$ cat src/design/uart_8n1_transceiver_top_assert.svh
// Assertion macros for the UART transceiver top level.
// Depends on nothing; included by uart_8n1_transceiver_top.sv.
`ifndef UART_8N1_TRANSCEIVER_TOP_ASSERT_SVH
`define UART_8N1_TRANSCEIVER_TOP_ASSERT_SVH

// Consequent must hold in the same cycle as the antecedent.
`define U8T_ASSERT_SAME(lbl, clk, rst, ante, cons, msg) \
   lbl: assert property (@(posedge clk) disable iff (rst) (ante) |-> (cons)) \
      else $error(msg);

// Consequent must hold in the cycle after the antecedent.
`define U8T_ASSERT_NEXT(lbl, clk, rst, ante, cons, msg) \
   lbl: assert property (@(posedge clk) disable iff (rst) (ante) |=> (cons)) \
      else $error(msg);

`endif

$ cat src/design/u8t_pkg.sv
// Shared types and constants for the UART transceiver.
// Depends on nothing; used by the transmitter, receiver and top level.
package u8t_pkg;

   localparam int RX_BYTE_W = 8;
   localparam int TX_BYTE_W = 8;
   localparam int PERIOD_W  = 16;

   localparam logic [1:0] CSR_BIT_PERIOD = 2'd0;
   localparam logic [1:0] CSR_TX_ENABLE  = 2'd1;
   localparam logic [1:0] CSR_RX_ENABLE  = 2'd2;

   localparam logic [PERIOD_W-1:0] BIT_PERIOD_RESET = 16'd833;

   typedef enum logic [3:0] {
      RX_IDLE  = 4'b0001,
      RX_START = 4'b0010,
      RX_DATA  = 4'b0100,
      RX_STOP  = 4'b1000
   } rx_phase_type;

   typedef struct packed {
      logic line;
      logic busy;
   } tx_status_type;

   typedef struct packed {
      logic                 valid;
      logic [RX_BYTE_W-1:0] data;
      logic                 frame_error;
   } rx_result_type;

endpackage

$ cat src/design/u8t_tx.sv
// UART transmitter: start bit, data bits LSB first, two stop bits.
// Depends on u8t_pkg; advances one tick per step.
module u8t_tx
   import u8t_pkg::*;
#(
   parameter int DATA_BITS   = 8,
   parameter int TIMER_WIDTH = 16
) (
   input  logic                   clock,
   input  logic                   reset,
   input  logic                   step,
   input  logic                   tx_enable,
   input  logic [TIMER_WIDTH-1:0] period,
   input  logic                   request,
   input  logic [TX_BYTE_W-1:0]   tx_byte,
   output tx_status_type          status
);

   localparam int SHIFT_W = DATA_BITS + 2;
   localparam int LEFT_W  = $clog2(DATA_BITS + 4);

   logic [SHIFT_W-1:0]     shift_ff, shift_in;
   logic [LEFT_W-1:0]      left_ff, left_in, left_dec;
   logic [TIMER_WIDTH-1:0] count_ff, count_in;
   logic                   level_ff, level_in;
   logic [TIMER_WIDTH:0]   count_inc;
   logic [15:0]            byte_ext;

   always_comb begin
      shift_in  = shift_ff;
      left_in   = left_ff;
      count_in  = count_ff;
      level_in  = level_ff;
      byte_ext  = {8'd0, tx_byte};
      count_inc = {1'b0, count_ff} + {{TIMER_WIDTH{1'b0}}, 1'b1};
      left_dec  = left_ff - LEFT_W'(1);
      if (left_ff == '0) begin
         if (tx_enable && request) begin
            shift_in = {2'b11, byte_ext[DATA_BITS-1:0]};
            left_in  = LEFT_W'(DATA_BITS + 3);
            count_in = '0;
            level_in = 1'b0;
         end
      end else if (count_inc >= {1'b0, period}) begin
         count_in = '0;
         left_in  = left_dec;
         if (left_dec != '0) begin
            level_in = shift_ff[0];
            shift_in = shift_ff >> 1;
         end else begin
            level_in = 1'b1;
         end
      end else begin
         count_in = count_inc[TIMER_WIDTH-1:0];
      end
      status.line = level_in;
      status.busy = (left_in != '0);
   end

   always_ff @(posedge clock) begin
      if (reset) begin
         shift_ff <= '0;
         left_ff  <= '0;
         count_ff <= '0;
         level_ff <= 1'b1;
      end else if (step) begin
         shift_ff <= shift_in;
         left_ff  <= left_in;
         count_ff <= count_in;
         level_ff <= level_in;
      end
   end

endmodule

$ cat src/design/u8t_rx.sv
// UART receiver: mid-bit sampling of data bits and stop bit check.
// Depends on u8t_pkg; advances one tick per step.
module u8t_rx
   import u8t_pkg::*;
#(
   parameter int DATA_BITS   = 8,
   parameter int TIMER_WIDTH = 16
) (
   input  logic                   clock,
   input  logic                   reset,
   input  logic                   step,
   input  logic                   rx_enable,
   input  logic [TIMER_WIDTH-1:0] period,
   input  logic                   rx_line,
   output rx_result_type          result
);

   localparam int IDX_W = $clog2(DATA_BITS + 1);

   rx_phase_type           phase_ff, phase_in;
   logic [TIMER_WIDTH-1:0] count_ff, count_in, length;
   logic [RX_BYTE_W-1:0]   shift_ff, shift_in;
   logic [IDX_W-1:0]       index_ff, index_in;
   logic [TIMER_WIDTH:0]   count_inc;
   logic                   done;

   always_comb begin
      phase_in  = phase_ff;
      count_in  = count_ff;
      shift_in  = shift_ff;
      index_in  = index_ff;
      result    = '0;
      length    = (phase_ff == RX_START) ? (period >> 1) : period;
      count_inc = {1'b0, count_ff} + {{TIMER_WIDTH{1'b0}}, 1'b1};
      done      = (count_inc >= {1'b0, length});
      if (phase_ff != RX_IDLE) begin
         count_in = done ? '0 : count_inc[TIMER_WIDTH-1:0];
      end
      unique case (phase_ff)
         RX_IDLE: begin
            if (rx_enable && !rx_line) begin
               phase_in = RX_START;
               count_in = '0;
               shift_in = '0;
               index_in = '0;
            end
         end
         RX_START: begin
            if (done) begin
               phase_in = RX_DATA;
            end
         end
         RX_DATA: begin
            if (done) begin
               if ((32'(index_ff) < DATA_BITS) && (32'(index_ff) < RX_BYTE_W)) begin
                  shift_in[index_ff[2:0]] = shift_ff[index_ff[2:0]] | rx_line;
               end
               index_in = index_ff + IDX_W'(1);
               if (32'(index_in) >= DATA_BITS) begin
                  phase_in = RX_STOP;
               end
            end
         end
         default: begin
            if (done) begin
               if (rx_line) begin
                  result.valid = 1'b1;
                  result.data  = shift_ff;
               end else begin
                  result.frame_error = 1'b1;
               end
               phase_in = RX_IDLE;
            end
         end
      endcase
   end

   always_ff @(posedge clock) begin
      if (reset) begin
         phase_ff <= RX_IDLE;
         count_ff <= '0;
         shift_ff <= '0;
         index_ff <= '0;
      end else if (step) begin
         phase_ff <= phase_in;
         count_ff <= count_in;
         shift_ff <= shift_in;
         index_ff <= index_in;
      end
   end

endmodule

$ cat src/design/uart_8n1_transceiver_top.sv
// Top level of the full-duplex UART transceiver: registers, cores, result register.
// Depends on u8t_pkg, u8t_tx, u8t_rx and uart_8n1_transceiver_top_assert.svh.
//
// Channel   Direction  Handshake                Contents
// req       in         req_valid / req_ready    rx_line, tx_request, tx_byte
// rsp       out        rsp_valid / rsp_ready    tx_line, tx_busy, rx_valid, rx_byte, frame_error
// csr       in         csr_write_enable         csr_index, csr_write_data
//
// Each req transfer is one line tick; its rsp item appears in the result register
// in the next cycle, and one item can be taken every cycle while rsp_ready is high.
// req_ready is low only while the result register is full and rsp_ready is low.
// Synchronous reset loads the register defaults and idles both cores.
`include "uart_8n1_transceiver_top_assert.svh"

module uart_8n1_transceiver_top
   import u8t_pkg::*;
#(
   parameter int DATA_BITS   = 8,
   parameter int TIMER_WIDTH = 16
) (
   input  logic                 clock,
   input  logic                 reset,
   input  logic                 req_valid,
   output logic                 req_ready,
   input  logic                 req_rx_line,
   input  logic                 req_tx_request,
   input  logic [TX_BYTE_W-1:0] req_tx_byte,
   output logic                 rsp_valid,
   input  logic                 rsp_ready,
   output logic                 rsp_tx_line,
   output logic                 rsp_tx_busy,
   output logic                 rsp_rx_valid,
   output logic [RX_BYTE_W-1:0] rsp_rx_byte,
   output logic                 rsp_frame_error,
   input  logic                 csr_write_enable,
   input  logic [1:0]           csr_index,
   input  logic [PERIOD_W-1:0]  csr_write_data
);

   logic [PERIOD_W-1:0]    bit_period_ff;
   logic                   tx_enable_ff, rx_enable_ff;
   logic [31:0]            period_ext;
   logic [TIMER_WIDTH-1:0] period;
   logic                   step;
   tx_status_type          tx_status;
   rx_result_type          rx_result;
   logic                   rsp_valid_ff, rsp_valid_in;
   tx_status_type          tx_status_ff;
   rx_result_type          rx_result_ff;

   always_ff @(posedge clock) begin
      if (reset) begin
         bit_period_ff <= BIT_PERIOD_RESET;
         tx_enable_ff  <= 1'b1;
         rx_enable_ff  <= 1'b1;
      end else if (csr_write_enable) begin
         unique case (csr_index)
            CSR_BIT_PERIOD: bit_period_ff <= csr_write_data;
            CSR_TX_ENABLE:  tx_enable_ff  <= csr_write_data[0];
            CSR_RX_ENABLE:  rx_enable_ff  <= csr_write_data[0];
            default: begin
            end
         endcase
      end
   end

   assign period_ext = {16'd0, bit_period_ff};
   assign period     = period_ext[TIMER_WIDTH-1:0];
   assign req_ready  = !rsp_valid_ff || rsp_ready;
   assign step       = req_valid && req_ready;

   u8t_tx #(
      .DATA_BITS   (DATA_BITS),
      .TIMER_WIDTH (TIMER_WIDTH)
   ) u_tx (
      .clock     (clock),
      .reset     (reset),
      .step      (step),
      .tx_enable (tx_enable_ff),
      .period    (period),
      .request   (req_tx_request),
      .tx_byte   (req_tx_byte),
      .status    (tx_status)
   );

   u8t_rx #(
      .DATA_BITS   (DATA_BITS),
      .TIMER_WIDTH (TIMER_WIDTH)
   ) u_rx (
      .clock     (clock),
      .reset     (reset),
      .step      (step),
      .rx_enable (rx_enable_ff),
      .period    (period),
      .rx_line   (req_rx_line),
      .result    (rx_result)
   );

   always_comb begin
      priority if (step) begin
         rsp_valid_in = 1'b1;
      end else if (rsp_ready) begin
         rsp_valid_in = 1'b0;
      end else begin
         rsp_valid_in = rsp_valid_ff;
      end
   end

   always_ff @(posedge clock) begin
      if (reset) begin
         rsp_valid_ff <= 1'b0;
      end else begin
         rsp_valid_ff <= rsp_valid_in;
      end
   end

   always_ff @(posedge clock) begin
      if (step) begin
         tx_status_ff <= tx_status;
         rx_result_ff <= rx_result;
      end
   end

   assign rsp_valid       = rsp_valid_ff;
   assign rsp_tx_line     = tx_status_ff.line;
   assign rsp_tx_busy     = tx_status_ff.busy;
   assign rsp_rx_valid    = rx_result_ff.valid;
   assign rsp_rx_byte     = rx_result_ff.data;
   assign rsp_frame_error = rx_result_ff.frame_error;

   `U8T_ASSERT_NEXT(a_step_gives_result, clock, reset, step, rsp_valid,
      "accepted tick did not produce a result")
   `U8T_ASSERT_SAME(a_byte_zero_when_not_valid, clock, reset,
      rsp_valid && !rsp_rx_valid, rsp_rx_byte == '0,
      "received byte nonzero without rx_valid")
   `U8T_ASSERT_SAME(a_valid_excludes_error, clock, reset, rsp_valid,
      !(rsp_rx_valid && rsp_frame_error), "rx_valid and frame_error together")
   `U8T_ASSERT_SAME(a_idle_line_high, clock, reset, rsp_valid && !rsp_tx_busy,
      rsp_tx_line, "transmit line low while transmitter idle")

endmodule
$ cat config.mk
export PLATFORM = sky130hd
export DESIGN_NAME = uart_8n1_transceiver_top
export DESIGN_NICKNAME = d
export VERILOG_FILES = /design/src/design/u8t_pkg.sv /design/src/design/u8t_tx.sv /design/src/design/u8t_rx.sv /design/src/design/uart_8n1_transceiver_top.sv
export VERILOG_INCLUDE_DIRS = /design/src /design/src/design
export SDC_FILE = /design/constraint.sdc
export NUM_CORES = 1
export LEC_CHECK = 0
export BUFFER_PORTS_ARGS = -buffer_cell sky130_fd_sc_hd__buf_2
export CORE_MARGIN = 2
export CORE_UTILIZATION = 55
export CTS_CLUSTER_DIAMETER = 150
export DETAILED_ROUTE_END_ITERATION = 10
export PLACE_DENSITY = 0.78
export SKIP_LAST_GASP = 1
export SLEW_MARGIN = 20
export SYNTH_ARGS = -nofsm -noshare
export SYNTH_HDL_FRONTEND = slang
export SYNTH_HIERARCHICAL = 1
export SYNTH_SLANG_ARGS = --single-unit
$ cat constraint.sdc
create_clock -name clock -period 3.8 [get_ports clock]
set_clock_uncertainty 0.2 [all_clocks]
set_input_delay 0.76 -clock clock [delete_from_list [all_inputs] [get_ports clock]]
set_output_delay 0.76 -clock clock [all_outputs]
set_load 0.02 [all_outputs]
---- Word-level counts from Yosys, hierarchy flattened ----
Cells that the tools add are included.
word-level totals
  bits in registers ....................... 94
  bits in latches ......................... 0
  memory bits (writable) .................. 0
  memory bits (read-only) ................. 0
  input bits .............................. 33
  output and inout port bits .............. 14
  word-level logic and storage cells ...... 109
  memories ................................ 0
cells by class
  add/subtract/negate cells ............... 4
  multiply operators ...................... 0
  div/mod/pow operators ................... 0
  $lt $le $gt $ge ......................... 6
  equal/unequal tests ..................... 12
  shift operators ......................... 0
  muxes and demuxes ....................... 41
  bitwise operators ....................... 3
  reductions and logical operators ........ 26
operators by type and width
  operator                                                                  number
  16-bit 2-to-1 mux                                                         8
  10-bit 2-to-1 mux                                                         4
  4-bit 2-to-1 mux                                                          10
  16-bit by 1-bit adder with 17-bit output (second input constant)          2
  17-bit by 16-bit >= comparator with 1-bit output                          2
  8-bit 2-to-1 mux                                                          3
  8-bit case mux with 2 select lines                                        1
  4-bit case mux with 3 select lines                                        1
  2-bit by 1-bit inequality test with 1-bit output (second input constant)  5
  2-bit nonzero test                                                        5
  1-bit 2-to-1 mux                                                          9
  9-bit 2-to-1 mux                                                          1
  8-bit bitwise mux                                                         1
  4-bit case mux with 2 select lines                                        1
  2-bit AND reduction                                                       4
  4-bit AND reduction                                                       2
  4-bit nonzero test                                                        2
  6-bit AND reduction                                                       1
  5-bit AND reduction                                                       1
  5-bit OR reduction                                                        1
  4-bit by 1-bit adder with 4-bit output (second input constant)            1
  4-bit by 1-bit equality test with 1-bit output (second input constant)    1
  4-bit by 2-bit equality test with 1-bit output (second input constant)    1
  4-bit by 3-bit equality test with 1-bit output (second input constant)    1
  19 further kinds                                                          24

---- Depth between registers and ports, before layout ----
Gate-level depths: netlist of run 1.
  depth after elaboration ................. 8
  gate-level depth with buffers ........... 15
  gate-level depth less buffers ........... 14

---- By module ----
The synthesis of run 1 kept the hierarchy.
modules (own cells, without submodules)
  module                    times used  cells each  area each (um^2)  seq. area each (um^2)
  u8t_rx                    1           298         2,451.1           640.6
  u8t_tx                    1           262         2,158.3           620.6
  uart_8n1_transceiver_top  1           95          1,201.2           740.7

---- Worst setup path after synthesis of run 1 ----
OpenSTA, ideal clock, no wires.
  path kind ............................... reg-to-reg
  start point ............................. register u_tx.count_ff[2]
  end point ............................... register tx_status_ff, in the netlist rsp_tx_line, data pin
  library setup time ...................... 0.251 ns
  arrival time ............................ 3.203 ns
  setup slack ............................. 0.146 ns
  stages on the path, launching flop included .. 16
  path through ............................ dfxtp_1 > and4_1 > nand3_1 > nor2_1 > nand2_1 > and2_1 > or2_2 > ha_1 > nand4_1 > nor4_1 > a211o_1 > a311oi_4 > a21oi_1 > o21a_1 > a21o_1 > buf_4
on the way
  cells in the longest elaborated chain, start to end .. 4
ends and longest elaborated chain
  element                                           line                             RTL
  start: declaration                                u8t_tx.sv:24                     logic [TIMER_WIDTH-1:0] count_ff, count_in;
  start signal: assignment                          u8t_tx.sv:69                     count_ff <= count_in;
  16-bit by 1-bit adder with 17-bit output          u8t_tx.sv:35                     count_inc = {1'b0, count_ff} + {{TIMER_WIDTH{1'b0}}, 1'b1};
  17-bit by 16-bit >= comparator with 1-bit output  u8t_tx.sv:44                     end else if (count_inc >= {1'b0, period}) begin
  1-bit 2-to-1 mux                                  u8t_tx.sv:44
  1-bit 2-to-1 mux                                  u8t_tx.sv:37                     if (left_ff == '0) begin
  named net u_tx.level_in                           u8t_tx.sv:25                     logic level_ff, level_in;
  end signal: assignment                            uart_8n1_transceiver_top.sv:119  tx_status_ff <= tx_status;
  end: declaration                                  uart_8n1_transceiver_top.sv:48   tx_status_type tx_status_ff;
The timed path passes the listed nets, and every way through them passes these cells.
A chain may end at the register's enable or synchronous reset.

==> results of run 1 <==
==> placed cells by master, fill, tap and decap left out, types with 15 or more instances in the layout <==
cell type	instances
inv_1	34
nand2_1	58
a21oi_1	39
dfxtp_1	75
nand2b_1	28
nor2_1	74
mux2i_1	33
nand3_1	20
ha_1	36
nor2b_1	15
buf_4	26
buf_2	46
==> path summary, 6_finish.rpt <==
path,from,endpoint
max reg2reg,u_tx/count_ff[7],rsp_tx_busy
min,u_tx/shift_ff[6],u_tx/shift_ff[5]
min reg2reg,u_tx/shift_ff[6],u_tx/shift_ff[5]
max,u_tx/count_ff[7],rsp_tx_busy
==> routing by layer <==
layer | global-route usage | part of all wire | vias to the layer above
li1 | - | - | 2459
met1 | 0.3011 | 0.45 | 2340
met2 | 0.3790 | 0.48 | 132
met3 | 0.03283 | 0.041 | 29
met4 | 0.1067 | 0.026 | 0
met5 | 0 | 0 | -
==> layout make-up <==
class / instances / area [um2]
Multi-Input combinational cell: 495 / 3570
Tap cell: 136 / 170.2
Fill cell: 866 / 3719
Inverter: 34 / 127.6
Sequential cell: 94 / 2016
Clock inverter: 6 / 52.55
Clock buffer: 10 / 137.6
Timing Repair Buffer: 75 / 485.5
==> registers in the layout (all words and copies together), names as in the netlist, 8 cells and up <==
| signal | flops |
|---|---|
| bit_period_ff | 16 |
| rsp_rx_byte | 8 |
| u_rx/count_ff | 16 |
| u_rx/shift_ff | 8 |
| u_tx/count_ff | 16 |
| u_tx/shift_ff | 10 |
==> where the power goes <==
group	switching (mW)	internal [mW]
combinational	0.206	0.137
clock	0.384	0.265
sequential	0.0275	1.04
total	0.617	1.44
==> synth_stat cells, drive strengths merged (5+ instances only) <==
cell type | count | area [um2]
dfxtp | 82 | 1642
nor2 | 76 | 287.8
nand2 | 59 | 229.0
a21oi | 40 | 200.2
ha | 37 | 462.9
inv | 34 | 127.6
mux2i | 34 | 340.3
nand2b | 28 | 175.2
nand3 | 22 | 110.1
clkbuf | 19 | 91.34
nor2b | 15 | 93.84
o21ai | 15 | 82.58
nand4 | 14 | 102.6
xnor2 | 14 | 122.6
a311oi | 13 | 172.7
buf | 13 | 110.1
edfxtp | 12 | 360.4
a22oi | 11 | 82.58
nor3 | 10 | 72.57
xor2 | 10 | 87.58
a32o | 8 | 80.08
o32ai | 6 | 52.55
or2 | 6 | 37.54
a211oi | 5 | 37.54
a21o | 5 | 37.54
and2 | 5 | 31.28
==> metrics by stage <==
step / TNS [ns] / setup slack, ns / instances / hold WS (ns) / utilization
3_3_place_gp: 0 / 0.09155 / 828 / 0.2627 / 0.6060
6_report: 0 / 0.1497 / 850 / 0.2848 / 0.6382
2_1_floorplan: 0 / 0.1455 / 655 / 0.2490 / -
5_1_grt: -0.02353 / -0.01817 / 850 / 0.3060 / 0.6382
3_5_place_dp: -0.2438 / -0.07842 / 828 / 0.2735 / 0.6060
4_1_cts: -0.009408 / -0.009408 / 845 / 0.2896 / 0.6255
==> what timing repair did <==
item,4_1_cts,5_1_grt
setup buffers,1,5
gates resized for setup,2,27
setup endpoints to repair,15,51
pin swaps,1,5
==> cell families (layout without fill, tap and decap cells) <==
group | Yosys count | in the layout
XOR/XNOR | 24 | 24
flip-flops | 94 | 94
adder cells (fa/ha/maj) | 37 | 37
AO/OA/AOI/OAI | 128 | 128
AND/OR/NAND/NOR | 268 | 268
buffers and inverters | 66 | 125
multiplexers | 38 | 38
==> critical path: stages (launching register included) <==
cell,delay [ns]
dfxtp_2,0.36
and4_4,0.26
buf_4,0.14
nand2_4,0.06
nor3_4,0.20
buf_4,0.16
xor2_1,0.23
ha_1,0.30
nand4_1,0.14
nor4_2,0.06
a211o_1,0.30
a311oi_4,0.36
and2_4,0.24
mux2i_2,0.24
nand4b_1,0.13
==> impl_metrics.toml, run 1 <==
[status]
status = "complete, no violations"

[synth]
synth_simple_gate_area_frac = 0.2466
synth.mux.area_fraction = 0.07020
syn_inst = 655
ys.flop_type = "dfxtp_1"
yosys_warnings = 6
synth_seq_cells = 94
synth_compound_area_frac = 0.1662
synth_area_per_cell_um2 = 8.871
synthXorXnorAreaFrac = 0.03618
synth_top_family_by_area = "simple AND/OR/NAND/NOR gates"
synth_edf_count = 12
yosysUniqueCellTypes = 75
synth_seq_area_share = 0.3445
async_flop_share = 0
synth_nets = 725
synth_fa_ha_area_frac = 0.07967
netlist_area_mm2 = 0.005811

[global_routing]
grt.total_usage = 0.2310
grt_max_degree = 101
grt_pass1_wl_um = 21500
overflow = 0
antenna_found_initial = 0
grt_pass1_vias = 4665

[route]
wl_per_cell_um = 15.53
postRouteAntennaNets = 0
drtIter0Drc = 285
dr_total_vias = 4960
drtPass1Iterations = 7
vias_per_cell = 5.835
wirelength_um = 13200
drcViolationCount = 0

[clock_network]
clk_path_buf_depth = 2
cts-buffers-inserted = 9
clk_pin_slew_ns = 0.11
cts_hold_buf = 0
cts_tree = "done"
cts_sinks = 94
clock_latency_ns = 0.38
clockRootBuffer = "clkbuf_8"
htreeDepth = 3

[place]
post-dp-hpwl_um = 9431
io_buffers = 46
place_area_mm2 = 0.006228
place.gp.congestion = 0.8474

[finish]
fin_nets = 779
syn2layout_area_growth_pct = 12.88
num_antenna_cells = 0
fin_area_mm2 = 0.006559
drive_gt1_frac = 0.2059

[setup_path]
end_kind = "register"
worstPathArrival_ns = 3.55
critical_path_class = "register to register"
r2r_slack_ns = 0.15
reg2reg_depth = 14
required_ns = 3.70
startpoint_type = "register"
critPathMaxFanout = 6

[floorplan]
initial_core_util = 0.5654
die_h_um = 106.8
io_pins = 47
die_w_um = 106.8
core_mm2 = 0.01028
rows = 37
die-area_mm2 = 0.01140

[timing]
setup_viol = 0
finalHoldViolations = 0
max_freq_mhz = 273.9
fin_crit_ns = 3.650
final.period_utilization = 0.9606
relSlewSlack = 0.3269
worst_pin_slew_ns = 1.010
maxSlewViolCount = 0

[hold_path]
worstHoldPathType = "register to register"
whs_path_depth = 2

[power]
total_power_mw = 2.061
vdd.ir_drop.worst_uv = 174.0
p_leak_nw = 2.587
p_per_area_mw_per_mm2 = 314.2

[flow_run]
drv_cap = 0
Note: power is estimated with default switching activity, not from simulation.
==> inputs of run 2 (changes only) <==
CORE_UTILIZATION = 30   (was 55)
PLACE_DENSITY = 0.47   (was 0.78)
clock period = 4.6 ns   (was 3.8 ns; I/O delays follow)
==> run 2 against run 1 <==
  * Flip-flop and latch count unchanged
  * Wire length increased by 6.5%
  * Non-clock buffer count shrank 20
  * Die area up 80%
  * Core utilization shrank 29 points
  * Cell area down 0.23%
  * Register-to-register slack improved by 0.32 ns
  * Clock-buffer cell count down 1
  * Via count down 4.5%
  * Sequential share of layout area fell by 0.14 points
  * Critical path depth is the same
  * Largest cell class unchanged
  * Largest power group unchanged
==> impl_metrics.toml, run 2 (synthesis results as in run 1) <==
[status]
status = "complete, no violations"

[clock_network]
post_cts_buffers = 0
clock_latency_ns = 0.36
cts_sinks = 94
cts_hold_buf = 0
cts-buffers-inserted = 9
post_cts_resized = 0
clk_path_buf_depth = 2
htreeDepth = 3
clk_pin_slew_ns = 0.07
cts_tree = "done"
clockRootBuffer = "clkbuf_16"

[power]
power_switching_uw = 548.5
p_per_area_mw_per_mm2 = 288.2
total_power_mw = 1.886
clkPwrFrac = 0.391
swShare = 0.2908
vdd.ir_drop.worst_uv = 183.1
p_int_mw = 1.338
p_leak_nw = 2.512
comb_power_share = 0.140
sequentialPowerShare = 0.469

[timing]
fin_crit_ns = 4.135
maxSlewViolCount = 0
grt_setup_unrepaired = "no"
relSlewSlack = 0.3678
final.period_utilization = 0.8989
tns_ns = 0
max_freq_mhz = 241.8
setup_viol = 0
worst_pin_slew_ns = 0.9481
finalHoldViolations = 0
setup_slack_ns = 0.4652

[setup_path]
end_kind = "register"
critPathMaxFanout = 7
reg2reg_depth = 14
startpoint_type = "register"
r2r_end = "rsp_tx_busy"
required_ns = 4.50
rr_startpoint = "u_tx/count_ff[2]"
critical_path_class = "register to register"
worstPathArrival_ns = 4.04
r2r_slack_ns = 0.47

[route]
dr_wl_met2_um = 6159
route.met3.wl_um = 540
wl_met1_um = 7116
vias_per_cell = 4.968
wl_per_cell_um = 14.74
drcViolationCount = 0
postRouteAntennaNets = 0
wirelength_um = 14060
drtPass1Iterations = 5
dr.max_layer_used = "met4"
drtIter0Drc = 280
dr_total_vias = 4739

[global_routing]
overflow = 0
grt.total_usage = 0.1444
antenna_found_initial = 0
grt_max_degree = 42
grt_pass1_wl_um = 23520
grt_pass1_vias = 4696

[place]
placed_cells = 938
pre_cts_slack_ns = 0.5182
place.gp.congestion = 0.8349
post-dp-hpwl_um = 10410
io_buffers = 46

[hold_path]
hold-path-endpoint = "u_tx/shift_ff[9]"
whs_path_depth = 2
min_from = "u_tx/shift_ff[9]"
worstHoldPathType = "register to register"

[finish]
num-fill-cells = 1951
final_common_cell = "dfxtp_1"
drive_gt1_frac = 0.1527
layout_common_cells = "dfxtp_1, nor2_1, nand2_1"
ff_latch_area_mm2 = 0.002002
multi_input_area_mm2 = 0.003495
fin_cells = 954
fin_nets = 759
num_antenna_cells = 0
syn2layout_area_growth_pct = 12.62
largestRegisters = "bit_period_ff x16, u_rx/count_ff x16, u_tx/count_ff x16"

[floorplan]
die-area_mm2 = 0.02050
rows = 50
core_mm2 = 0.01883
io_pins = 47
initial_core_util = 0.3086
die_h_um = 143.2
die_w_um = 143.2

[flow_run]
drv_cap = 0
run 2: cell types whose count changed in the layout (fill, tap and decap cells not counted), sizes merged:
cell      change
buf          -20
inv           +2
clkbuf        -1
clkinvlp      -1
run 2: per-layer routing:
metal  vias to the layer above  GRT usage
li1                       2419          -
met1                      2211     0.1970
met2                        94     0.2279
met3                        15    0.02549
met4                         0    0.05315
met5                         -          0
run 2: through the flow:
stage / area, um2 / utilization / hold WS, ns
2_1_floorplan: 5811 / - / 0.2490
3_3_place_gp: 6240 / 0.3314 / 0.2656
3_5_place_dp: 6255 / 0.3322 / 0.2715
4_1_cts: 6544 / 0.3475 / 0.2849
5_1_grt: 6544 / 0.3475 / 0.3112
6_report: 6544 / 0.3475 / 0.2817
run 2: worst max path at each step:
stage          cells after the start  slack [ns]                to             start
6_report                          14        0.47       rsp_tx_busy  u_tx/count_ff[2]
5_1_grt                           14        0.14  u_tx/shift_ff[5]  u_tx/count_ff[2]
4_1_cts                           14        0.51       rsp_tx_busy  u_tx/count_ff[2]
3_5_place_dp                      14        0.52       rsp_tx_busy  u_tx/count_ff[2]
3_3_place_gp                      14        0.67       rsp_tx_busy  u_tx/count_ff[2]
2_1_floorplan                     15        0.95       rsp_tx_line  u_tx/count_ff[2]
run 2: area by class of cell:
| type | instances | area share |
|---|---|---|
| Multi-Input combinational cell | 495 | 0.5340 |
| Inverter | 34 | 0.01950 |
| Timing Repair Buffer | 55 | 0.04665 |
| Clock inverter | 7 | 0.009751 |
| Tap cell | 260 | 0.04971 |
| Clock buffer | 9 | 0.03442 |
| Sequential cell | 94 | 0.3059 |
run 2: worst max-delay path, stage by stage (launching register included):
cell	delay, ns
dfxtp_1	0.44
and4_1	0.30
nand3_1	0.13
nor2_1	0.30
nand2_1	0.11
and2_1	0.17
or2_2	0.30
ha_1	0.29
nand4_1	0.13
nor4_1	0.07
a211o_1	0.34
a311oi_4	0.37
and2_0	0.34
mux2i_1	0.27
nand4b_1	0.11
run 2: power by group through the flow:
stage          registers [mW]  logic (mW)  clock network (mW)
2_1_floorplan           0.905       0.196                   0
3_3_place_gp            0.903       0.258                   0
3_5_place_dp            0.905       0.262                   0
4_1_cts                 0.885       0.264               0.765
5_1_grt                 0.890       0.294               0.800
6_report                0.885       0.263               0.737
==> inputs of run 3 (changes only) <==
BUFFER_PORTS_ARGS = default   (was -buffer_cell sky130_fd_sc_hd__buf_2)
CORE_UTILIZATION = 29   (was 30)
DONT_BUFFER_PORTS = 1   (was default)
PLACE_DENSITY = 0.44   (was 0.47)
==> run 3 against run 2 <==
  * Maximum frequency is 1.3% lower
  * Highest routed layer unchanged
  * Global-route usage down 0.54 points
  * Largest cell class unchanged
  * Cell area decreased by 3.2%
  * Clock power grew 6.9%
  * Combinational power down 16%
  * Sequential share of layout area rose by 1.0 points
  * Critical path type unchanged
  * Critical path depth stayed put
  * Clock-buffer cell count unchanged
  * Flip-flop and latch count unchanged
  * Register-to-register slack worse by 0.05 ns
  * Core utilization fell by 2.4 points
  * Largest power group unchanged
==> impl_metrics.toml, run 3 (synthesis results as in run 1) <==
[status]
status = "complete, no violations"

[route]
drtPass1Iterations = 4
drtIter0Drc = 325
wl_per_cell_um = 15.51
drcViolationCount = 0
postRouteAntennaNets = 0
vias_per_cell = 5.083
wirelength_um = 14160
dr_total_vias = 4641

[clock_network]
htreeDepth = 3
cts-buffers-inserted = 9
clockRootBuffer = "clkbuf_16"
post_cts_resized = 0
cts_hold_buf = 0
cts_sinks = 94
clock_latency_ns = 0.36
post_cts_buffers = 0
clk_path_buf_depth = 2
clk_pin_slew_ns = 0.07
cts_tree = "done"

[global_routing]
grt_pass1_vias = 4543
overflow = 0
grt.total_usage = 0.1389
grt_max_degree = 102
grt_pass1_wl_um = 23810
antenna_found_initial = 0

[finish]
syn2layout_area_growth_pct = 9.022
num_antenna_cells = 0
final_core_util = 0.3234
fin_area_mm2 = 0.006335
fin_cells = 913
layout_common_cells = "dfxtp_1, nor2_1, nand2_1"
drive_gt1_frac = 0.09259
largestRegisters = "bit_period_ff x16, u_rx/count_ff x16, u_tx/count_ff x16"
fin_nets = 713
final_common_cell = "dfxtp_1"

[timing]
fin_hold_ws_ns = 0.2789
setup_viol = 0
setup_slack_ns = 0.4120
grt_setup_unrepaired = "no"
fin_crit_ns = 4.188
finalHoldViolations = 0
maxSlewViolCount = 0
max_freq_mhz = 238.8
final.period_utilization = 0.9104
relSlewSlack = 0.3468
tns_ns = 0
worst_pin_slew_ns = 0.9797

[power]
total_power_mw = 1.905
p_leak_nw = 2.332
vdd.ir_drop.worst_uv = 160.8
p_per_area_mw_per_mm2 = 300.8

[setup_path]
required_ns = 4.50
cp_slowest_stage_delay_ns = 0.45
startpoint_type = "register"
end_kind = "register"
cpLargestDelayFamily = "simple AND/OR/NAND/NOR gates"
path_cells = "and4_1, nand3_1, nor2_1, nand2_1, and2_1, or2_2, ha_1, nand4_1, nor4_1, a211o_1, a311oi_4, and2_0, mux2i_1, nand4b_1"
critPathMaxFanout = 6
worstPathArrival_ns = 4.08
critical_path_class = "register to register"
critPathSlowestCell = "dfxtp_1"
cp.buffers_inverters = 0

[floorplan]
io_pins = 47
rows = 51
core_mm2 = 0.01959
die_w_um = 145.6
die_h_um = 145.6
initial_core_util = 0.2966
die-area_mm2 = 0.02118

[place]
placed_cells = 896
io_buffers = 0
pre_cts_slack_ns = 0.3829
post-dp-hpwl_um = 10230
place_area_mm2 = 0.006016
place.gp.congestion = 0.8244

[hold_path]
worstHoldPathType = "register to register"

[flow_run]
drv_cap = 0
## run 3: layout make-up
type	instances	area [um2]
clock inverter	7	78.83
inverter	34	127.6
timing repair buffer	9	75.07
clock buffer	9	225.2
sequential	94	2002
fill	2003	13260
multi-input combinational	495	3495
tap	265	331.6
## run 3: final timing paths
kind                    start                to  slack (ns)  cells past startpoint
max          u_tx/count_ff[0]       rsp_tx_busy        0.41                     14
min reg2reg  u_tx/shift_ff[5]  u_tx/shift_ff[4]        0.28                      2
max reg2reg  u_tx/count_ff[0]       rsp_tx_busy        0.41                     14
min          u_tx/shift_ff[5]  u_tx/shift_ff[4]        0.28                      2
## run 3: power by group
group | switching [mW] | internal (mW)
Sequential | 0.0343 | 0.861
Combinational | 0.135 | 0.0862
Clock | 0.360 | 0.428
## run 3: tightest hold or removal path: cells and delay by family, from the launching register on
family | cells | cell delay (ns)
compound gates | 1 | 0.07
simple gates | 1 | 0.05
flops | 1 | 0.31
## run 3: metal layers
layer / routed length [um] / vias up / track usage
met5: 0 / - / 0
met4: 238 / 0 / 0.04804
met3: 591 / 15 / 0.03386
met2: 6411 / 94 / 0.2182
met1: 6917 / 2203 / 0.1865
li1: - / 2329 / -
